**src/hw/rtl/vlut_pkg.sv**
```systemverilog
// Shared constants, types and the gain table of the video lookup-table entry generator.
// Depends on nothing; every other file of the block imports it.
`default_nettype none

package vlut_pkg;

    // Field and register widths
    localparam int LEVEL_W   = 8;
    localparam int LEVELS    = 1 << LEVEL_W;
    localparam int REG_IDX_W = 3;

    // Fixed-point gain constants (gains are scaled by 1000)
    localparam int GAIN_ONE   = 1000;
    localparam int GAIN_RANGE = 4;
    localparam int NEUTRAL    = 127;
    localparam int LUMA_PIVOT = 16;
    localparam int CHROMA_MID = 128;
    localparam int LEVEL_MAX  = 255;
    localparam int GAIN_W     = 12;   // largest gain is 4023

    // Datapath widths
    localparam int LQ_W    = 10;      // luma quotient, at most 961
    localparam int LPROD_W = 20;      // |index - 16| * gain
    localparam int GG_W    = 24;      // saturation gain * contrast gain
    localparam int CPROD_W = 31;      // |index - 128| * gain product
    localparam int CQ_W    = 12;      // chroma quotient, at most 2071

    // Reciprocals for the constant divisions, each an underestimate by less than one
    localparam int LUMA_RECIP_W   = 11;
    localparam int LUMA_SHIFT     = 20;
    localparam int LUMA_MUL_W     = LPROD_W + LUMA_RECIP_W;
    localparam logic [LUMA_RECIP_W-1:0] LUMA_RECIP = 11'd1048;
    localparam int CHROMA_RECIP_W = 21;
    localparam int CHROMA_SHIFT   = 40;
    localparam int CHROMA_MUL_W   = CPROD_W + CHROMA_RECIP_W;
    localparam logic [CHROMA_RECIP_W-1:0] CHROMA_RECIP = 21'd1099511;
    localparam logic [LPROD_W-1:0] LUMA_DIVISOR   = 20'd1000;
    localparam logic [CPROD_W-1:0] CHROMA_DIVISOR = 31'd1000000;

    // Register indexes
    localparam logic [REG_IDX_W-1:0] REG_FIRST_BRIGHTNESS  = 3'd0;
    localparam logic [REG_IDX_W-1:0] REG_FIRST_CONTRAST    = 3'd1;
    localparam logic [REG_IDX_W-1:0] REG_FIRST_SATURATION  = 3'd2;
    localparam logic [REG_IDX_W-1:0] REG_SECOND_BRIGHTNESS = 3'd3;
    localparam logic [REG_IDX_W-1:0] REG_SECOND_CONTRAST   = 3'd4;
    localparam logic [REG_IDX_W-1:0] REG_SECOND_SATURATION = 3'd5;

    localparam logic [LEVEL_W-1:0] LEVEL_NEUTRAL = 8'd127;

    // One settings set
    typedef struct packed {
        logic [LEVEL_W-1:0] brightness;
        logic [LEVEL_W-1:0] contrast;
        logic [LEVEL_W-1:0] saturation;
    } settings_t;

    typedef logic [LEVELS-1:0][GAIN_W-1:0] gain_table_t;

    // Build the level-to-gain table at elaboration
    function automatic gain_table_t build_gain_table();
        gain_table_t t;
        int          g;
        for (int i = 0; i < LEVELS; i++) begin
            if (i > NEUTRAL) begin
                g = GAIN_ONE + ((i - NEUTRAL) * GAIN_ONE * (GAIN_RANGE - 1)) / NEUTRAL;
            end else begin
                g = (i * GAIN_ONE) / NEUTRAL;
            end
            t[i] = GAIN_W'(g);
        end
        return t;
    endfunction

    localparam gain_table_t GAIN_TABLE = build_gain_table();

endpackage

`default_nettype wire

```
**src/hw/rtl/vlut_pipe.sv**
```systemverilog
// Six-stage datapath of the video lookup-table entry generator.
// Depends on vlut_pkg for widths, reciprocals and the gain table.
`default_nettype none

module vlut_pipe
    import vlut_pkg::*;
(
    input  wire logic               aclk,
    input  wire logic               aresetn,
    input  wire logic               in_valid,
    output logic                    in_ready,
    input  wire logic [LEVEL_W-1:0] in_index,
    input  wire settings_t          in_settings,
    output logic                    out_valid,
    input  wire logic               out_ready,
    output logic [LEVEL_W-1:0]      out_number,
    output logic [LEVEL_W-1:0]      out_luma,
    output logic [LEVEL_W-1:0]      out_chroma
);

    localparam int NSTAGE = 6;

    logic [NSTAGE-1:0] valid_reg;
    logic [NSTAGE-1:0] en;

    // Stage enables: a stage loads when it is empty or its successor moves
    always_comb begin
        en[NSTAGE-1] = ~valid_reg[NSTAGE-1] | out_ready;
        for (int k = NSTAGE - 2; k >= 0; k--) begin
            en[k] = ~valid_reg[k] | en[k+1];
        end
    end

    assign in_ready  = en[0];
    assign out_valid = valid_reg[NSTAGE-1];

    // Advance valid bits
    always_ff @(posedge aclk) begin
        if (!aresetn) begin
            valid_reg <= '0;
        end else begin
            if (en[0]) begin
                valid_reg[0] <= in_valid;
            end
            for (int k = 1; k < NSTAGE; k++) begin
                if (en[k]) begin
                    valid_reg[k] <= valid_reg[k-1];
                end
            end
        end
    end

    // Stage 1: gain lookup and distances from the pivots
    logic [LEVEL_W-1:0] s1_idx_reg, s1_bri_reg, s1_lmag_reg, s1_cmag_reg;
    logic [GAIN_W-1:0]  s1_gc_reg, s1_gs_reg;
    logic               s1_lneg_reg, s1_cneg_reg;
    logic               s1_lneg_next, s1_cneg_next;
    logic [LEVEL_W-1:0] s1_lmag_next, s1_cmag_next;

    always_comb begin
        s1_lneg_next = in_index < LEVEL_W'(LUMA_PIVOT);
        s1_cneg_next = in_index < LEVEL_W'(CHROMA_MID);
        s1_lmag_next = s1_lneg_next ? LEVEL_W'(LUMA_PIVOT) - in_index
                                    : in_index - LEVEL_W'(LUMA_PIVOT);
        s1_cmag_next = s1_cneg_next ? LEVEL_W'(CHROMA_MID) - in_index
                                    : in_index - LEVEL_W'(CHROMA_MID);
    end

    always_ff @(posedge aclk) begin
        if (en[0]) begin
            s1_idx_reg  <= in_index;
            s1_bri_reg  <= in_settings.brightness;
            s1_gc_reg   <= GAIN_TABLE[in_settings.contrast];
            s1_gs_reg   <= GAIN_TABLE[in_settings.saturation];
            s1_lneg_reg <= s1_lneg_next;
            s1_cneg_reg <= s1_cneg_next;
            s1_lmag_reg <= s1_lmag_next;
            s1_cmag_reg <= s1_cmag_next;
        end
    end

    // Stage 2: luma product and combined chroma gain
    logic [LEVEL_W-1:0] s2_idx_reg, s2_bri_reg, s2_cmag_reg;
    logic               s2_lneg_reg, s2_cneg_reg;
    logic [LPROD_W-1:0] s2_lp_reg;
    logic [GG_W-1:0]    s2_gg_reg;

    always_ff @(posedge aclk) begin
        if (en[1]) begin
            s2_idx_reg  <= s1_idx_reg;
            s2_bri_reg  <= s1_bri_reg;
            s2_cmag_reg <= s1_cmag_reg;
            s2_lneg_reg <= s1_lneg_reg;
            s2_cneg_reg <= s1_cneg_reg;
            s2_lp_reg   <= LPROD_W'(s1_lmag_reg) * LPROD_W'(s1_gc_reg);
            s2_gg_reg   <= GG_W'(s1_gs_reg) * GG_W'(s1_gc_reg);
        end
    end

    // Stage 3: luma quotient estimate and chroma product
    logic [LEVEL_W-1:0]    s3_idx_reg, s3_bri_reg;
    logic                  s3_lneg_reg, s3_cneg_reg;
    logic [LPROD_W-1:0]    s3_lp_reg;
    logic [LQ_W-1:0]       s3_lqe_reg;
    logic [CPROD_W-1:0]    s3_cm_reg;
    logic [LUMA_MUL_W-1:0] s3_lmul_next;

    assign s3_lmul_next = LUMA_MUL_W'(s2_lp_reg) * LUMA_MUL_W'(LUMA_RECIP);

    always_ff @(posedge aclk) begin
        if (en[2]) begin
            s3_idx_reg  <= s2_idx_reg;
            s3_bri_reg  <= s2_bri_reg;
            s3_lneg_reg <= s2_lneg_reg;
            s3_cneg_reg <= s2_cneg_reg;
            s3_lp_reg   <= s2_lp_reg;
            s3_lqe_reg  <= s3_lmul_next[LUMA_SHIFT +: LQ_W];
            s3_cm_reg   <= CPROD_W'(s2_cmag_reg) * CPROD_W'(s2_gg_reg);
        end
    end

    // Stage 4: correct the luma quotient, estimate the chroma quotient
    logic [LEVEL_W-1:0]      s4_idx_reg, s4_bri_reg;
    logic                    s4_lneg_reg, s4_cneg_reg;
    logic [LQ_W-1:0]         s4_lq_reg;
    logic [CPROD_W-1:0]      s4_cm_reg;
    logic [CQ_W-1:0]         s4_cqe_reg;
    logic [LPROD_W-1:0]      s4_lrem_next;
    logic [LQ_W-1:0]         s4_lq_next;
    logic [CHROMA_MUL_W-1:0] s4_cmul_next;

    always_comb begin
        s4_lrem_next = s3_lp_reg - LPROD_W'(s3_lqe_reg) * LUMA_DIVISOR;
        s4_lq_next   = s3_lqe_reg + LQ_W'(s4_lrem_next >= LUMA_DIVISOR);
        s4_cmul_next = CHROMA_MUL_W'(s3_cm_reg) * CHROMA_MUL_W'(CHROMA_RECIP);
    end

    always_ff @(posedge aclk) begin
        if (en[3]) begin
            s4_idx_reg  <= s3_idx_reg;
            s4_bri_reg  <= s3_bri_reg;
            s4_lneg_reg <= s3_lneg_reg;
            s4_cneg_reg <= s3_cneg_reg;
            s4_lq_reg   <= s4_lq_next;
            s4_cm_reg   <= s3_cm_reg;
            s4_cqe_reg  <= s4_cmul_next[CHROMA_SHIFT +: CQ_W];
        end
    end

    // Stage 5: finish luma with both clamps and the brightness offset; correct chroma
    logic [LEVEL_W-1:0] s5_idx_reg, s5_luma_reg;
    logic               s5_cneg_reg;
    logic [CQ_W-1:0]    s5_cq_reg;
    logic signed [11:0] s5_l0_next;
    logic [LEVEL_W-1:0] s5_l0c_next;
    logic signed [11:0] s5_off_next;
    logic signed [11:0] s5_sum_next;
    logic [LEVEL_W-1:0] s5_luma_next;
    logic [CPROD_W-1:0] s5_crem_next;
    logic [CQ_W-1:0]    s5_cq_next;

    always_comb begin
        s5_l0_next = s4_lneg_reg ? 12'(LUMA_PIVOT) - 12'(s4_lq_reg)
                                 : 12'(LUMA_PIVOT) + 12'(s4_lq_reg);
        if (s5_l0_next < 12'sd0) begin
            s5_l0c_next = '0;
        end else if (s5_l0_next > 12'(LEVEL_MAX)) begin
            s5_l0c_next = LEVEL_W'(LEVEL_MAX);
        end else begin
            s5_l0c_next = s5_l0_next[LEVEL_W-1:0];
        end
        // Offset is 2*(b-127), less one more below neutral
        if (s4_bri_reg >= LEVEL_NEUTRAL) begin
            s5_off_next = $signed({3'd0, s4_bri_reg, 1'b0}) - 12'sd254;
        end else begin
            s5_off_next = $signed({3'd0, s4_bri_reg, 1'b0}) - 12'sd255;
        end
        s5_sum_next = $signed({4'd0, s5_l0c_next}) + s5_off_next;
        if (s5_sum_next < 12'sd0) begin
            s5_luma_next = '0;
        end else if (s5_sum_next > 12'(LEVEL_MAX)) begin
            s5_luma_next = LEVEL_W'(LEVEL_MAX);
        end else begin
            s5_luma_next = s5_sum_next[LEVEL_W-1:0];
        end
        s5_crem_next = s4_cm_reg - CPROD_W'(s4_cqe_reg) * CHROMA_DIVISOR;
        s5_cq_next   = s4_cqe_reg + CQ_W'(s5_crem_next >= CHROMA_DIVISOR);
    end

    always_ff @(posedge aclk) begin
        if (en[4]) begin
            s5_idx_reg  <= s4_idx_reg;
            s5_luma_reg <= s5_luma_next;
            s5_cneg_reg <= s4_cneg_reg;
            s5_cq_reg   <= s5_cq_next;
        end
    end

    // Stage 6: apply chroma sign around mid level and clamp
    logic [LEVEL_W-1:0] s6_idx_reg, s6_luma_reg, s6_chroma_reg;
    logic [LEVEL_W-1:0] s6_chroma_next;

    always_comb begin
        if (s5_cneg_reg) begin
            s6_chroma_next = (s5_cq_reg > CQ_W'(CHROMA_MID)) ? '0
                : LEVEL_W'(CQ_W'(CHROMA_MID) - s5_cq_reg);
        end else begin
            s6_chroma_next = (s5_cq_reg > CQ_W'(NEUTRAL)) ? LEVEL_W'(LEVEL_MAX)
                : LEVEL_W'(CQ_W'(CHROMA_MID) + s5_cq_reg);
        end
    end

    always_ff @(posedge aclk) begin
        if (en[5]) begin
            s6_idx_reg    <= s5_idx_reg;
            s6_luma_reg   <= s5_luma_reg;
            s6_chroma_reg <= s6_chroma_next;
        end
    end

    assign out_number = s6_idx_reg;
    assign out_luma   = s6_luma_reg;
    assign out_chroma = s6_chroma_reg;

endmodule

`default_nettype wire

```
**src/hw/rtl/video_lut_entry_generator.sv**
```systemverilog
// Video lookup-table entry generator: one luma and chroma entry per table index, from one
// of two brightness/contrast/saturation sets. It accepts one item per clock cycle unless
// backpressure from m_ready stalls it, and passes each item through a six-stage pipeline
// (gain lookup, two multiplier stages, two divide-by-constant stages with remainder
// correction, and a final clamp stage that is also the output register); backpressure
// stalls only the stages that are full. The user must write the registers through
// cfg_wr_en/cfg_index/cfg_data only while idle; the block itself does not enforce this.
// Depends on vlut_pkg and vlut_pipe.
`default_nettype none

module video_lut_entry_generator
    import vlut_pkg::*;
(
    input  wire logic                 aclk,
    input  wire logic                 aresetn,
    input  wire logic                 cfg_wr_en,
    input  wire logic [REG_IDX_W-1:0] cfg_index,
    input  wire logic [LEVEL_W-1:0]   cfg_data,
    input  wire logic                 s_valid,
    output logic                      s_ready,
    input  wire logic [LEVEL_W-1:0]   s_entry_index,
    input  wire logic                 s_use_second_set,
    output logic                      m_valid,
    input  wire logic                 m_ready,
    output logic [LEVEL_W-1:0]        m_entry_number,
    output logic [LEVEL_W-1:0]        m_luma_value,
    output logic [LEVEL_W-1:0]        m_chroma_value
);

    settings_t first_reg, second_reg;
    settings_t sel_settings;

    // Write the settings registers; drop writes beyond the list
    always_ff @(posedge aclk) begin
        if (!aresetn) begin
            first_reg  <= '{LEVEL_NEUTRAL, LEVEL_NEUTRAL, LEVEL_NEUTRAL};
            second_reg <= '{LEVEL_NEUTRAL, LEVEL_NEUTRAL, LEVEL_NEUTRAL};
        end else if (cfg_wr_en) begin
            unique case (cfg_index)
                REG_FIRST_BRIGHTNESS:  first_reg.brightness  <= cfg_data;
                REG_FIRST_CONTRAST:    first_reg.contrast    <= cfg_data;
                REG_FIRST_SATURATION:  first_reg.saturation  <= cfg_data;
                REG_SECOND_BRIGHTNESS: second_reg.brightness <= cfg_data;
                REG_SECOND_CONTRAST:   second_reg.contrast   <= cfg_data;
                REG_SECOND_SATURATION: second_reg.saturation <= cfg_data;
                default: ;
            endcase
        end
    end

    // Choose the settings set for the incoming item
    assign sel_settings = s_use_second_set ? second_reg : first_reg;

    vlut_pipe u_pipe (
        .aclk        (aclk),
        .aresetn     (aresetn),
        .in_valid    (s_valid),
        .in_ready    (s_ready),
        .in_index    (s_entry_index),
        .in_settings (sel_settings),
        .out_valid   (m_valid),
        .out_ready   (m_ready),
        .out_number  (m_entry_number),
        .out_luma    (m_luma_value),
        .out_chroma  (m_chroma_value)
    );

endmodule

`default_nettype wire
```
**config.mk**
```make
export PLATFORM = sky130hd
export DESIGN_NAME = video_lut_entry_generator
export DESIGN_NICKNAME = d
export VERILOG_FILES = /design/src/hw/rtl/vlut_pkg.sv /design/src/hw/rtl/vlut_pipe.sv /design/src/hw/rtl/video_lut_entry_generator.sv
export SDC_FILE = /design/constraint.sdc
export NUM_CORES = 2
export LEC_CHECK = 0
export ABC_AREA = 1
export BUFFER_PORTS_ARGS = -buffer_cell sky130_fd_sc_hd__buf_2
export CAP_MARGIN = 20
export CORE_AREA = 3 3 232 461
export DETAILED_ROUTE_END_ITERATION = 16
export DIE_AREA = 0 0 235 464
export GPL_TIMING_DRIVEN = 1
export PLACE_DENSITY = 0.67
export SLEW_MARGIN = 20
export SYNTH_ARGS = -nofsm -noshare
export SYNTH_HDL_FRONTEND = slang
export SYNTH_SLANG_ARGS = --single-unit
```
**constraint.sdc**
```tcl
create_clock -name aclk -period 6.2 [get_ports aclk]
set_clock_uncertainty 0.15 [all_clocks]
set_input_delay 0.31 -clock aclk [delete_from_list [all_inputs] [get_ports aclk]]
set_output_delay 0.31 -clock aclk [all_outputs]
set_load 0.02 [all_outputs]
```
==> flow_summary.toml <==
[synth]
synth.area.top_cells = "fa_1 25%, edfxtp_1 19%, ha_1 15%, inv_1 11%, nand2_1 10%"
synth_compound_area_share_pct = 7.63
syn_avg_cell_area_um2 = 8.26
synthAdderAreaFrac_pct = 40.2
ys.flop_type = "edfxtp_1"
synth_top_area_share_pct = 25.0
synth_top_family_by_area = "adder cells"
syn_nets = 7538
synth_seq_area_share_pct = 20.7
ys_top_cells_by_count = "1551 x inv_1, 1381 x nand2_1, 644 x fa_1, 628 x ha_1, 319 x edfxtp_1"
ys_types = 61
synthMuxAreaShare_pct = 0.0194
synth_edf_count = 319
syn-cell-area_mm2 = 0.0516
yosysMostFrequentCell = "inv_1"
ys_ff_latch = 373
synth-async-reset-ratio_pct = 0
yosysWarnings = 0
synth_top_area_cell = "fa_1"
synth_xor_area_share_pct = 2.68
synth-simple-area-share_pct = 16.2
syn_inst = 6241

[floorplanning]
die_h_um = 464
ioPinCount = 51
coreArea_mm2 = 0.104
initial_core_util_pct = 49.6
dieWidth_um = 235
fp-row-count = 167
die-area_mm2 = 0.109

[finish]
finalNetCount = 7957
stdcell_area_mm2 = 0.0590
layout-drive-gt1-share_pct = 12.3
instances_no_fill = 8043
largest_reg_flops = 31
syn2layout_area_growth_pct = 14.4

[min_path]
min_to = "second_reg[20]"
min_from = "cfg_index[1]"
hold_path_depth = 5
hold_class = "in -> reg"

[critical_path]
max_stage_delay_ns = 0.63
critPathKind = "reg -> reg"
rr_worst_depth = 32
worst-endpoint-arrival_ns = 6.61
r2r_end = "u_pipe.s5_cq_reg[10]"
critPathSlowestCell = "fa_1"
regToRegSetupSlack_ns = -0.20
endpoint_kind = "flop"
cp_max_fo = 5
cp-start-kind = "flop"
cp.required_ns = 6.41
r2r_start = "u_pipe.s4_cqe_reg[4]"

[timing]
layout_min_cycle_time_ns = 6.40
max-slew-margin-rel_pct = 30.4
fmax_ghz = 0.156
rsz0062_at_grt = "yes"
finalCritPeriodShare_pct = 103
hold_viol_final = 0
worst_pin_slew_ns = 1.04
worst_slack_ns = -0.199
setup_viol = 9
maxSlewViolCount = 0

[detailed_routing]
drtIter0Drc = 1853
drc = 0
vias_per_cell = 5.28
vias = 42400
drtPass1Iterations = 6
post_drt_wl_per_cell_um = 18.3
drtAntennaViolNets = 0
drt_wl_total_um = 147000

[clock_tree]
clockBufferDepth = 3
cts_tree = "done"
numCtsBuffers = 39
clock_sinks = 373
cts_root_buf = "clkbuf_16"
clkTransAtPathRegs_ns = 0.07
clk_latency_ns = 0.63
h-tree-depth = 2

[outcome]
violations = "setup timing"
status = "finished with violations"

[placed_design]
dpl.hpwl_um = 125000
gp_congestion = 0.977
dp_cells = 7903
dpl_cell_area_mm2 = 0.0559
port_buffers = 50

[global_routing]
grt_pass1_vias = 45800
grt_usage_pct = 26.8
antenna_found_initial = 1
grt_pass1_wl_um = 231000
grt_start_max_net_pins = 78
grt-ovfl-total = 0

[flow_run]
max_cap_violations = 0
-- worst max-delay path: cells and delay by family (launching register included) --
kind            cells  cell delay, ns
compound gates      4            0.57
buf+inv             4            0.24
flops               1            0.42
fa+ha+maj           9            3.29
simple gates       13            1.27
xor+xnor            2            0.22
-- final cells by class --
cell class                 count  area (um2)
sequential                   373       10700
clock inverter                26         312
antenna                        1        2.50
timing repair buffer         513        3810
inverter                    1562        5870
fill                        9447       44900
multi-input combinational   4171       35600
tap                         1352        1690
clock buffer                  45        1060
-- cell usage in the layout (no fill, tap or decap), types with 6 or more instances in the layout --
| cell | n |
|---|---|
| inv_1 | 1532 |
| nand2_1 | 1351 |
| fa_1 | 637 |
| ha_1 | 592 |
| buf_4 | 438 |
| edfxtp_1 | 319 |
| nor2_1 | 263 |
| a21oi_1 | 244 |
| nand3_1 | 198 |
| o21ai_0 | 178 |
| xor2_1 | 102 |
| nand4_1 | 54 |
| dfxtp_1 | 54 |
| buf_2 | 50 |
| xnor2_1 | 47 |
| a21oi_2 | 41 |
| clkbuf_16 | 41 |
| o21ai_1 | 38 |
| nor2_2 | 38 |
| nor3_1 | 37 |
| o211ai_1 | 37 |
| nand2_2 | 34 |
| ha_4 | 32 |
| a21o_1 | 27 |
| inv_2 | 25 |
| a31oi_1 | 23 |
| o21bai_1 | 19 |
| dlygate4sd3_1 | 18 |
| nand3b_1 | 17 |
| o21a_1 | 12 |
| nand3_2 | 11 |
| o21ai_2 | 10 |
| nor2_4 | 10 |
| o31ai_1 | 9 |
| nor4_1 | 8 |
| nor3_2 | 7 |
| fa_2 | 7 |
| clkinv_2 | 7 |
| or2_2 | 6 |
| buf_6 | 6 |
-- worst max path at each step --
stage | endpoint | start | slack (ns) | cells past startpoint
2_1_floorplan | u_pipe.s2_bri_reg[0] | u_pipe.valid_reg[5] | -0.12 | 11
3_3_place_gp | u_pipe.s5_cq_reg[10] | u_pipe.s4_cqe_reg[4] | -0.57 | 30
3_5_place_dp | u_pipe.s5_cq_reg[10] | u_pipe.s4_cqe_reg[6] | -0.61 | 30
4_1_cts | u_pipe.s5_cq_reg[6] | u_pipe.s4_cqe_reg[3] | -0.18 | 31
5_1_grt | u_pipe.s5_cq_reg[11] | u_pipe.s4_cqe_reg[3] | -0.50 | 33
6_report | u_pipe.s5_cq_reg[10] | u_pipe.s4_cqe_reg[4] | -0.20 | 32
-- metrics by stage --
stage	TNS [ns]	utilization [%]	hold slack (ns)	setup WS, ns
4_1_cts	-1.17	55.7	0.0472	-0.179
3_5_place_dp	-8.10	53.8	0.255	-0.610
3_3_place_gp	-6.17	53.8	0.252	-0.568
5_1_grt	-5.53	56.8	0.108	-0.498
6_report	-1.49	56.8	0.0774	-0.199
2_1_floorplan	-14.29	-	0.250	-0.120
-- per-layer routing --
layer  global-route usage, %  wire, um  share of wire (%)  vias to the layer above
met5                       0         0                  0                        -
met4                    19.0     12400                8.4                        0
met3                    1.96      3690                2.5                      570
met2                    56.4     85800                 58                     1051
met1                    22.8     45100                 31                    20700
li1                        -         -                  -                    20100
-- kinds of logic after synthesis --
logic type	count (synthesis)
AND/OR/NAND/NOR	2052
buffers and inverters	1697
adder cells (fa/ha/maj)	1272
XOR/XNOR	157
AO/OA/AOI/OAI	689
multiplexers	1
flip-flops	373
-- repair_timing --
action                                  CTS  global route
gates resized for setup                  68           197
pin swaps                                29           108
hold endpoints to repair                 63             0
setup buffers                            17            35
hold buffers                             18             0
endpoints found under the setup margin   27            34
Power is left out: the tool's default activity adds up to more than one toggle a clock period on the data nets, which glitch-free logic cannot reach.
